===== src/hw/rtl/sos_pkg.sv =====
// shared types, register indexes and helpers for the string occurrence scanner
`timescale 1ns / 1ps

package sos_pkg;

  // configuration register indexes
  localparam logic [1:0] CfgMode     = 2'd0;
  localparam logic [1:0] CfgLength   = 2'd1;
  localparam logic [1:0] CfgPatLow   = 2'd2;
  localparam logic [1:0] CfgPatHigh  = 2'd3;
  localparam int         CfgIdxW     = 2;
  localparam int         CfgDataW    = 64;

  // operating modes
  localparam logic       ModeExact    = 1'b0;
  localparam logic       ModeContains = 1'b1;

  // printable range and fixed pattern storage
  localparam logic [7:0] PrintLo     = 8'd32;
  localparam logic [7:0] PrintHi     = 8'd126;
  localparam int         PatStoreLen = 16;
  localparam int         LenW        = 5;
  localparam int         ResOffW     = 32;

  typedef logic [7:0] byte_t;

  typedef struct packed {
    logic               found;
    logic [ResOffW-1:0] offset;
  } res_t;

  function automatic logic is_printable(byte_t c);
    return (c >= PrintLo) && (c <= PrintHi);
  endfunction

  // pattern byte that lines up with window slot j for a pattern of length len
  function automatic byte_t aligned_byte(logic [8*PatStoreLen-1:0] pat,
                                         logic [LenW-1:0] len, int j);
    int i;
    i = int'(len) - 1 - j;
    if (i >= 0 && i < PatStoreLen) begin
      return pat[8*i +: 8];
    end
    return 8'd0;
  endfunction

endpackage


===== src/hw/rtl/string_occurrence_scanner_core.sv =====
// top level of the string occurrence scanner: window compare and result buffering
`timescale 1ns / 1ps

// streaming first-occurrence search of a pattern of up to PATTERN_MAX bytes
// in channel: one buffer byte per item (data_byte_i, last_byte_i), valid/ready
// out channel: found_o and match_offset_o, at most one item per buffer
// cfg channel: register index and data, always ready; write only when idle
//   index 0 mode, 1 pattern length, 2 pattern bytes 0..7, 3 pattern bytes 8..15
// exact mode reports the match start when the match ends the buffer or is
// followed by a non-printable byte; contains mode reports the start of the
// printable run holding the match start
// a buffer with no match gives a not-found item on its last byte
// the result for an accepted byte is registered in the output register, or in the skid register while it is held
// throughput: one byte per cycle while in_ready_o is high, set by the single compare stage between
// the window registers and the output register
// a stalled receiver holds the output register; a skid register takes one
// more result, and in_ready_o drops only while that skid register is full
// reset clears windows, counter, report flag, registers and both buffers
module string_occurrence_scanner_core #(
  parameter int PATTERN_MAX = 16,
  parameter int OFFSET_BITS = 32
) (
  input  logic                            clk_i,
  input  logic                            rst_ni,
  // configuration writes
  input  logic                            cfg_valid_i,
  output logic                            cfg_ready_o,
  input  logic [sos_pkg::CfgIdxW-1:0]     cfg_index_i,
  input  logic [sos_pkg::CfgDataW-1:0]    cfg_data_i,
  // byte stream
  input  logic                            in_valid_i,
  output logic                            in_ready_o,
  input  logic [7:0]                      data_byte_i,
  input  logic                            last_byte_i,
  // results
  output logic                            out_valid_o,
  input  logic                            out_ready_i,
  output logic                            found_o,
  output logic [sos_pkg::ResOffW-1:0]     match_offset_o
);

  localparam int OffW = OFFSET_BITS;
  localparam int IdxW = (PATTERN_MAX > 1) ? $clog2(PATTERN_MAX) : 1;
  localparam logic [OffW-1:0] CountMax = {OffW{1'b1}};

  // configuration registers
  logic                                   mode_q;
  logic [sos_pkg::LenW-1:0]               len_q;
  logic [8*sos_pkg::PatStoreLen-1:0]      pat_q;

  // per-buffer state
  sos_pkg::byte_t                         bw_q [PATTERN_MAX];
  sos_pkg::byte_t                         bw_d [PATTERN_MAX];
  logic [OffW-1:0]                        rsw_q [PATTERN_MAX];
  logic [OffW-1:0]                        rsw_d [PATTERN_MAX];
  logic [OffW-1:0]                        count_q, count_d;
  logic                                   rep_q, rep_d;

  // output register and skid stage
  sos_pkg::res_t                          out_q, out_d, skid_q, skid_d;
  logic                                   out_valid_q, out_valid_d;
  logic                                   skid_valid_q, skid_valid_d;

  // compare stage
  sos_pkg::byte_t                         bw_n [PATTERN_MAX+1];
  logic [OffW-1:0]                        rsw_n [PATTERN_MAX];
  sos_pkg::byte_t                         align [PATTERN_MAX];
  logic [PATTERN_MAX-1:0]                 use_slot;
  logic [PATTERN_MAX-1:0]                 eq_now, eq_prev;
  logic                                   match_now, match_prev;
  logic                                   usable;
  logic [sos_pkg::LenW-1:0]               len_m1;
  logic [OffW-1:0]                        run_start;
  logic [OffW-1:0]                        hit_off;
  logic                                   hit, emit;
  sos_pkg::res_t                          res;
  logic                                   accept, take;

  assign cfg_ready_o = 1'b1;
  assign in_ready_o  = !skid_valid_q;
  assign accept      = in_valid_i && in_ready_o;
  assign take        = out_valid_q && out_ready_i;

  assign usable = (len_q != '0) && ({27'd0, len_q} <= 32'(PATTERN_MAX));
  assign len_m1 = len_q - sos_pkg::LenW'(1);

  // run start of this position looks only at the preceding byte
  always_comb begin
    if (count_q == '0 || !sos_pkg::is_printable(bw_q[0])) begin
      run_start = count_q;
    end else begin
      run_start = rsw_q[0];
    end
  end

  // windows as they stand after this byte is shifted in
  always_comb begin
    bw_n[0]  = data_byte_i;
    rsw_n[0] = run_start;
    for (int k = 1; k <= PATTERN_MAX; k++) begin
      bw_n[k] = bw_q[k-1];
    end
    for (int k = 1; k < PATTERN_MAX; k++) begin
      rsw_n[k] = rsw_q[k-1];
    end
  end

  // pattern reversed onto window slots; slot j holds pattern byte len-1-j
  always_comb begin
    for (int j = 0; j < PATTERN_MAX; j++) begin
      align[j]    = sos_pkg::aligned_byte(pat_q, len_q, j);
      use_slot[j] = j < int'(len_q);
      eq_now[j]   = (bw_n[j] == align[j]) || !use_slot[j];
      eq_prev[j]  = (bw_n[j+1] == align[j]) || !use_slot[j];
    end
  end

  // match ending on this byte, and match ending on the byte before it
  assign match_now  = &eq_now;
  assign match_prev = &eq_prev;

  always_comb begin
    hit     = 1'b0;
    hit_off = '0;
    if (!rep_q && usable) begin
      if (mode_q == sos_pkg::ModeExact) begin
        // exact: terminator check first, then end of buffer
        if (count_q >= OffW'(len_q) && !sos_pkg::is_printable(data_byte_i) &&
            match_prev) begin
          hit     = 1'b1;
          hit_off = count_q - OffW'(len_q);
        end else if (last_byte_i && count_q >= OffW'(len_m1) && match_now) begin
          hit     = 1'b1;
          hit_off = count_q - OffW'(len_m1);
        end
      end else begin
        // contains: report the run start of the match start
        if (count_q >= OffW'(len_m1) && match_now) begin
          hit     = 1'b1;
          hit_off = rsw_n[IdxW'(len_m1)];
        end
      end
    end
  end

  assign emit         = hit || (last_byte_i && !rep_q);
  assign res.found    = hit;
  assign res.offset   = hit ? sos_pkg::ResOffW'(hit_off) : '0;

  // buffer state update, cleared at the end of each buffer
  always_comb begin
    count_d = count_q;
    rep_d   = rep_q;
    for (int k = 0; k < PATTERN_MAX; k++) begin
      bw_d[k]  = bw_q[k];
      rsw_d[k] = rsw_q[k];
    end
    if (accept) begin
      if (last_byte_i) begin
        count_d = '0;
        rep_d   = 1'b0;
        for (int k = 0; k < PATTERN_MAX; k++) begin
          bw_d[k]  = '0;
          rsw_d[k] = '0;
        end
      end else begin
        count_d = (count_q == CountMax) ? count_q : count_q + OffW'(1);
        rep_d   = rep_q || hit;
        for (int k = 0; k < PATTERN_MAX; k++) begin
          bw_d[k]  = bw_n[k];
          rsw_d[k] = rsw_n[k];
        end
      end
    end
  end

  // output register with one skid entry behind it
  always_comb begin
    out_d        = out_q;
    out_valid_d  = out_valid_q;
    skid_d       = skid_q;
    skid_valid_d = skid_valid_q;
    if (take) begin
      if (skid_valid_q) begin
        out_d        = skid_q;
        skid_valid_d = 1'b0;
      end else begin
        out_valid_d = accept && emit;
        out_d       = res;
      end
    end else if (accept && emit) begin
      if (out_valid_q) begin
        skid_d       = res;
        skid_valid_d = 1'b1;
      end else begin
        out_d       = res;
        out_valid_d = 1'b1;
      end
    end
  end

  always_ff @(posedge clk_i or negedge rst_ni) begin
    if (!rst_ni) begin
      mode_q       <= 1'b0;
      len_q        <= '0;
      pat_q        <= '0;
      count_q      <= '0;
      rep_q        <= 1'b0;
      out_valid_q  <= 1'b0;
      skid_valid_q <= 1'b0;
      out_q        <= '0;
      skid_q       <= '0;
      for (int k = 0; k < PATTERN_MAX; k++) begin
        bw_q[k]  <= '0;
        rsw_q[k] <= '0;
      end
    end else begin
      if (cfg_valid_i) begin
        case (cfg_index_i)
          sos_pkg::CfgMode:    mode_q                    <= cfg_data_i[0];
          sos_pkg::CfgLength:  len_q                     <= cfg_data_i[sos_pkg::LenW-1:0];
          sos_pkg::CfgPatLow:  pat_q[sos_pkg::CfgDataW-1:0] <= cfg_data_i;
          sos_pkg::CfgPatHigh: pat_q[2*sos_pkg::CfgDataW-1:sos_pkg::CfgDataW] <= cfg_data_i;
          default: ;
        endcase
      end
      count_q      <= count_d;
      rep_q        <= rep_d;
      out_valid_q  <= out_valid_d;
      skid_valid_q <= skid_valid_d;
      out_q        <= out_d;
      skid_q       <= skid_d;
      for (int k = 0; k < PATTERN_MAX; k++) begin
        bw_q[k]  <= bw_d[k];
        rsw_q[k] <= rsw_d[k];
      end
    end
  end

  assign out_valid_o    = out_valid_q;
  assign found_o        = out_q.found;
  assign match_offset_o = out_q.offset;

endmodule


===== config.mk =====
export PLATFORM = sky130hd
export DESIGN_NAME = string_occurrence_scanner_core
export DESIGN_NICKNAME = d
export VERILOG_FILES = /design/src/hw/rtl/sos_pkg.sv /design/src/hw/rtl/string_occurrence_scanner_core.sv
export SDC_FILE = /design/constraint.sdc
export NUM_CORES = 2
export LEC_CHECK = 0
export ABC_CLOCK_PERIOD_IN_PS = 8400
export BUFFER_PORTS_ARGS = -buffer_cell sky130_fd_sc_hd__clkbuf_2
export CAP_MARGIN = 20
export CORE_UTILIZATION = 38
export DETAILED_ROUTE_END_ITERATION = 10
export PLACE_DENSITY = 0.63
export SLEW_MARGIN = 25
export SYNTH_ARGS = -nofsm -noshare
export SYNTH_HDL_FRONTEND = slang
export SYNTH_SLANG_ARGS = --single-unit

===== constraint.sdc =====
create_clock -name clk_i -period 8.4 [get_ports clk_i]
set_input_delay 0.42 -clock clk_i [delete_from_list [all_inputs] [get_ports clk_i]]
set_output_delay 0.42 -clock clk_i [all_outputs]
set_load 0.005 [all_outputs]

After elaboration in Yosys (flattened, before gate mapping) --
Cells that the tools add are included.
Word-level totals: input port bits 80, memories kept 0, register bits after elaboration 843, latch bits 0, RAM bits 0, memory bits (read-only) 0
Cells by class: divide/modulo/power cells 0, bitwise operators 2, add/sub/neg operators 20, $mul 0, muxes and demuxes 78, equality and inequality tests 39, reductions and logical operators 100, shift operators 16, magnitude comparators 56
Operator list (number):
- 128-bit by 32-bit indexed part select with 8-bit output | 14
- 512-bit 2-to-1 mux | 1
- 32-bit by 1-bit >= comparator with 1-bit output, second input constant | 14
- 32-bit by 6-bit < comparator with 1-bit output, second input constant | 14
- 32-bit 2-to-1 mux | 11
- 8-bit equality test | 32
- 8-bit 2-to-1 mux | 32
- 33-bit 2-to-1 mux | 4
- 32-bit binary-select mux with 4-bit select | 1
- 128-bit 2-to-1 mux | 1
- 128-bit by 10-bit indexed part select with 8-bit output | 1
- 128-bit by 9-bit indexed part select with 8-bit output | 1
- 32-bit by 5-bit >= comparator with 1-bit output | 2
- 32-bit by 5-bit subtractor with 32-bit output | 2
- 6-bit by 5-bit subtractor with 7-bit output, second input constant | 8
- 4-bit by 5-bit < comparator with 1-bit output, first input constant | 8
- 1-bit logical OR | 35
- 32-bit by 1-bit adder with 32-bit output, second input constant | 1
- 32-bit equality test, second input constant | 1
- 32-bit zero test | 1
- 16-bit AND reduction | 2
- 1-bit logical AND | 29
- 1-bit 2-to-1 mux | 28
- 6-bit by 4-bit subtractor with 7-bit output, second input constant | 4
- 27 further kinds | 64

Depth between registers and ports, before layout --
word-level depth 18, depth in mapped cells 37, mapped depth without buffers 20

Worst setup path before layout --
No wires, ideal clock.
path type register -> register, start register len_q[0] in the netlist's numbering, end register skid_q[18] in the netlist's numbering, required time 8.275 ns, cell stages (with the launch flop) 34, setup slack -0.337 ns, arrival time 8.612 ns, library setup time 0.125 ns, path through dfrtp_1 buf_6 inv_2 buf_4 buf_4 buf_2 buf_2 buf_1 ha_1 buf_2 xor2_2 buf_2 buf_1 clkbuf_1 buf_1 clkbuf_1 clkbuf_1 ha_1 clkbuf_1 o21ai_0 a211o_1 nand2_1 mux4_2 nor4b_1 a31oi_1 a2bb2oi_1 o31a_1 a2111o_1 nor4_4 o211ai_1 a21boi_2 nand3_2 nand2_1 mux2_2
Between the ends: longest elaborated chain between the ends 17, elaborated cells between the ends (all ways) 258, those cells by class add/sub (19); order compare (51); eq/ne (32); shift (16); mux (62); bitwise (1); reduce/logical (77)
RTL lines:
- start: declaration | RTL line string_occurrence_scanner_core.sv:48 | logic [sos_pkg::LenW-1:0] len_q;
- start signal: assignment | RTL line string_occurrence_scanner_core.sv:221 | sos_pkg::CfgLength: len_q <= cfg_data_i[sos_pkg::LenW-1:0];
- 5-bit by 1-bit subtractor with 6-bit output | RTL line sos_pkg.sv:40 | i = int'(len) - 1 - j;
- 6-bit by 2-bit subtractor with 7-bit output (tied with other cells) | RTL line sos_pkg.sv:40
- 32-bit by 1-bit >= comparator with 1-bit output (tied with other cells) | RTL line sos_pkg.sv:41 | if (i >= 0 && i < PatStoreLen) begin
- 1-bit logical AND | RTL line sos_pkg.sv:41
- 1-bit 2-to-1 mux | RTL line sos_pkg.sv:41
- 8-bit 2-to-1 mux | RTL line sos_pkg.sv:44 | return 8'd0;
- 8-bit equality test | RTL line string_occurrence_scanner_core.sv:113 | eq_now[j] = (bw_n[j] == align[j]) || !use_slot[j];
- 1-bit logical OR | RTL line string_occurrence_scanner_core.sv:113
- 16-bit AND reduction | RTL line string_occurrence_scanner_core.sv:119 | assign match_now = &eq_now;
- 1-bit logical AND | RTL line string_occurrence_scanner_core.sv:132 | end else if (last_byte_i && count_q >= OffW'(len_m1) && match_now) begin
- 1-bit 2-to-1 mux | RTL line string_occurrence_scanner_core.sv:132
- 1-bit 2-to-1 mux | RTL line string_occurrence_scanner_core.sv:128 | if (count_q >= OffW'(len_q) && !sos_pkg::is_printable(data_byte_i) &&
- 1-bit 2-to-1 mux | RTL line string_occurrence_scanner_core.sv:126 | if (mode_q == sos_pkg::ModeExact) begin
- 1-bit 2-to-1 mux | RTL line string_occurrence_scanner_core.sv:125 | if (!rep_q && usable) begin
- 1-bit logical OR | RTL line string_occurrence_scanner_core.sv:146 | assign emit = hit || (last_byte_i && !rep_q);
- 1-bit logical AND | RTL line string_occurrence_scanner_core.sv:191 | end else if (accept && emit) begin
- 3-bit AND reduction (no source line)
- end signal: assignment | RTL line string_occurrence_scanner_core.sv:232 | skid_q <= skid_d;
- end: declaration | RTL line string_occurrence_scanner_core.sv:60 | sos_pkg::res_t out_q, out_d, skid_q, skid_d;
Parallel ways exist; a longest one is shown, timed or not. The select of a mux whose other input is x is not followed. A chain may end at the register's enable or synchronous reset.

Final worst setup path --
start register len_q[0] in the netlist's numbering, end register out_q, in the netlist match_offset_o[22]
Between the ends: longest elaborated chain between the ends 18, elaborated cells between the ends (all ways) 263, those cells by class add/sub (19); order compare (51); eq/ne (32); shift (16); mux (66); bitwise (1); reduce/logical (78)
RTL lines:
- 5-bit by 1-bit subtractor with 6-bit output | RTL line sos_pkg.sv:40
- 6-bit by 2-bit subtractor with 7-bit output (tied with other cells) | RTL line sos_pkg.sv:40
- 32-bit by 1-bit >= comparator with 1-bit output (tied with other cells) | RTL line sos_pkg.sv:41
- 1-bit logical AND | RTL line sos_pkg.sv:41
- 1-bit 2-to-1 mux | RTL line sos_pkg.sv:41
- 8-bit 2-to-1 mux | RTL line sos_pkg.sv:44
- 8-bit equality test | RTL line string_occurrence_scanner_core.sv:113
- 1-bit logical OR | RTL line string_occurrence_scanner_core.sv:113
- [... 2 more ...]
- 32-bit 2-to-1 mux / 1-bit 2-to-1 mux (equally long branches) | RTL line string_occurrence_scanner_core.sv:132
- 32-bit 2-to-1 mux / 1-bit 2-to-1 mux (equally long branches) | RTL line string_occurrence_scanner_core.sv:128
- 32-bit 2-to-1 mux / 1-bit 2-to-1 mux (equally long branches) | RTL line string_occurrence_scanner_core.sv:126
- 32-bit 2-to-1 mux / 1-bit 2-to-1 mux (equally long branches) | RTL line string_occurrence_scanner_core.sv:125
- 32-bit 2-to-1 mux / 1-bit logical OR (equally long branches) | RTL line string_occurrence_scanner_core.sv:148, string_occurrence_scanner_core.sv:146
- 33-bit 2-to-1 mux / 1-bit logical AND (equally long branches) | RTL line string_occurrence_scanner_core.sv:192, string_occurrence_scanner_core.sv:191
- 33-bit 2-to-1 mux / 2-bit nonzero test (equally long branches)
- 33-bit 2-to-1 mux / 2-bit AND reduction (equally long branches)
- end signal: assignment | RTL line string_occurrence_scanner_core.sv:231 | out_q <= out_d;
- end: declaration | RTL line string_occurrence_scanner_core.sv:60
Parallel ways exist; a longest one is shown, timed or not. The select of a mux whose other input is x is not followed.

==> flow_summary_export.csv <==
group,metric,value,unit
timing,finalSetupViolations,0,
cts,clock_path_buffers,3,
cells_and_area,instances_no_fill,8071,
drt,wl_met2,90500,µm
pwr,p_leak,24.4,nW
floorplan,die-area,0.148,mm²
timing,whs,0.0440,ns
timing,drv_slew,0,
cells_and_area,area_growth,10.8,%
synthesis,syn-num-nets,6339,
worst_setup_path,arrival,8.58,ns
cts,clk_pin_slew,0.08,ns
synthesis,yosys_warnings,1,
timing,min_period,8.00,ns
worst_setup_path,cp-start-kind,"flop",
worst_setup_path,setup.worst_path.class,"reg2reg",
flow_run,max-cap-violations,0,
timing,slew-limit-headroom,15.1,%
floorplan,rows,139,
timing,finalCritPeriodShare,95.2,%
timing,max_freq,125,MHz
pwr,power,19.4,mW
drt,first_iter_violations,6324,
drt,drc_errors,0,
timing,skew,0.0701,ns
cells_and_area,drive_gt1_share,14.8,%
synthesis,synthesis.area,0.0555,mm²
floorplan,ios,116,
place,place_area,0.0575,mm²
worst_setup_path,required,8.98,ns
global_routing,grt_max_degree,285,
global_routing,grt_pass1_vias,46000,
synthesis,synth-seq-cells,843,
cells_and_area,register_area,0.0211,mm²
cts,clkLatencyLatePin,0.74,ns
place,routabilityCongestion,1.07,
place,hpwl,151000,µm
global_routing,grt_usage,28.4,%
synthesis,synth_edf_count,0,
drt,drt_wl_total,214000,µm
synthesis,ys_types,115,
cells_and_area,postLayoutCoreUtil,42.6,%
place,port_buffers,114,
worst_setup_path,cp_max_fo,47,
cts,h-tree-depth,3,
timing,tightest_slew,1.24,ns
synthesis,syn_area_per_cell,8.90,µm²
cells_and_area,nFillCells,14100,
cts,clock_sinks,843,
drt,top_layer,"met4",
run_status,status,"complete, no violations",
drt,met3_length,20100,µm
timing,worst_slack,0.404,ns
cells_and_area,nets,6190,
cells_and_area,multiInputGateArea,0.0320,mm²
drt,num_vias,49700,
drt,firstDrtPassIters,8,
floorplan,coreArea,0.144,mm²
global_routing,grt-ovfl-total,0,
pwr,p_per_area,316,mW/mm²
place,post-place-cells,7831,
place,pre_cts_slack,0.358,ns
cts,cts_tree,"done",
drt,ant_nets,0,
synthesis,synthCells,6236,
cts,numCtsBuffers,97,
drt,wl_met1,92700,µm
synthesis,ys_async_sr_fraction,100,%
global_routing,grt_pass1_wl,315000,µm
pwr,ir_drop,0.238,mV
cells_and_area,design_area,0.0615,mm²
drt,routedWlPerCell,26.5,µm
timing,hold_viol_final,0,
timing,rsz0062_at_grt,"false",
cts,cts-root-buf,"clkbuf_16",
floorplan,die_w,384,µm
floorplan,initial_utilization,38.5,%
drt,vias_per_cell,6.16,
global_routing,antenna_found_initial,4,
timing,finalSetupTns,0,ns
floorplan,die_y,384,µm
hold_path,hold_path.class,"in2reg",
synthesis,synth_ff_type,"dfrtp_1",
worst_setup_path,cp-end-kind,"flop",
synthesis,seq_area_frac_synth,38.0,%
==> synth_stat cells (all sizes together) (86+ instances only) <==
master	count	area, µm²
a211oi	134	1010
a21oi	163	823
a22oi	86	646
buf	145	767
clkbuf	408	1530
dfrtp	843	21100
inv	88	330
mux2	184	2070
mux2i	176	1760
mux4	244	5500
nand2	1444	5430
nand3	129	656
nor2	236	896
o21ai	792	3960
xnor2	96	860
==> what timing repair did <==
item / in CTS / in global routing
hold buffers: 59 / 0
setup buffers: 0 / 0
hold endpoints to repair: 171 / 0
resized for setup: 0 / 1
setup endpoints to repair: 0 / 18
==> where the power goes <==
| part | switching [mW] | total (mW) | internal [mW] |
|---|---|---|---|
| Combinational | 6.95 | 10.3 | 3.33 |
| Clock | 1.85 | 4.44 | 2.59 |
| Sequential | 0.456 | 4.72 | 4.26 |
==> area by class of cell <==
type | count | share of cell area (%)
antenna | 4 | 0.0163
clock buffer | 140 | 4.55
clock inverter | 36 | 0.891
inverter | 90 | 0.566
multi-input combinational | 4750 | 52.0
sequential | 843 | 34.3
tap | 1903 | 3.87
timing repair buffer | 305 | 3.81
==> placed cells by master (no fill, tap or decap), types with 35 or more instances in the layout <==
| cell type | netlist | final |
|---|---|---|
| mux2i_1 | 176 | 172 |
| xnor2_1 | 95 | 92 |
| buf_4 | 18 | 118 |
| dlygate4sd3_1 | 0 | 59 |
| nor2_1 | 232 | 229 |
| nand3_1 | 127 | 126 |
| a21oi_1 | 161 | 159 |
| or3_1 | 35 | 35 |
| clkbuf_2 | 1 | 113 |
| a31oi_1 | 73 | 73 |
| xor2_1 | 68 | 68 |
| inv_1 | 83 | 83 |
| nor3_1 | 84 | 83 |
| nand4_1 | 46 | 46 |
| and3_1 | 47 | 47 |
| dfrtp_1 | 843 | 840 |
| mux2_2 | 181 | 181 |
| o21ai_0 | 768 | 768 |
| a211oi_1 | 133 | 132 |
| clkbuf_16 | 0 | 98 |
| mux4_2 | 244 | 244 |
| nor2b_1 | 59 | 58 |
| o31ai_1 | 38 | 38 |
| a22oi_1 | 86 | 86 |
| nand2_1 | 1441 | 1439 |
| o22ai_1 | 49 | 48 |
==> layer usage <==
layer | global-route usage, % | vias to the layer above
li1 | - | 22300
met1 | 40.8 | 24600
met2 | 40.7 | 2345
met3 | 6.24 | 472
met4 | 13.1 | 0
met5 | 0 | -
==> logic make-up (layout without fill, tap and decap cells) <==
logic type / count (synthesis) / count (layout) / synth area share [%]
adder cells (fa/ha/maj): 24 / 24 / 0.563
buffers and inverters: 643 / 571 / 4.75
AND/OR/NAND/NOR: 2282 / 2282 / 18.2
XOR/XNOR: 167 / 167 / 2.73
AO/OA/AOI/OAI: 1672 / 1672 / 18.9
other: 1 / 5 / 0.00675
multiplexers: 604 / 604 / 16.8
flip-flops: 843 / 843 / 38.0
==> registers in the layout, indices dropped and copies added, names as in the netlist <==
| register | flops |
|---|---|
| found_o | 1 |
| pat_q | 128 |
| len_q | 5 |
| mode_q | 1 |
| rep_q | 1 |
| bw_n | 128 |
| skid_valid_q | 1 |
| match_offset_o | 32 |
| rsw_n | 480 |
| count_q | 32 |
| out_valid_o | 1 |
| skid_q | 33 |
==> critical path: stages, from the launching register on <==
cell	delay, ns
dfrtp_4	0.57
clkinv_2	0.18
ha_1	0.30
xor2_4	0.20
buf_4	0.59
ha_1	0.74
nor2b_1	0.35
o2111ai_1	0.23
o31ai_4	0.27
nand2_1	0.44
o22ai_1	0.68
xnor2_1	0.19
a31oi_1	0.29
or4_1	0.52
a221oi_2	0.39
buf_4	0.23
and2_1	0.41
buf_4	0.32
nor2_2	0.16
a221oi_1	0.48
o41a_1	0.21
o21ai_1	0.06
==> path summary, 6_finish.rpt <==
path / depth (start not counted) / slack, ns / end / startpoint
worst max-delay path: 21 / 0.40 / match_offset_o[22] / len_q[0]
worst min register to register: 2 / 0.48 / rsw_n[16] / rsw_n[16]
worst min-delay path: 3 / 0.04 / bw_n[123] / data_byte_i[3]
min in group asynchronous: 2 / 0.27 / bw_n[7] / rst_ni
worst max register to register: 21 / 0.40 / match_offset_o[22] / len_q[0]
max in group asynchronous: 4 / 6.08 / skid_q[25] / rst_ni
(Power assumes the default switching activity.)
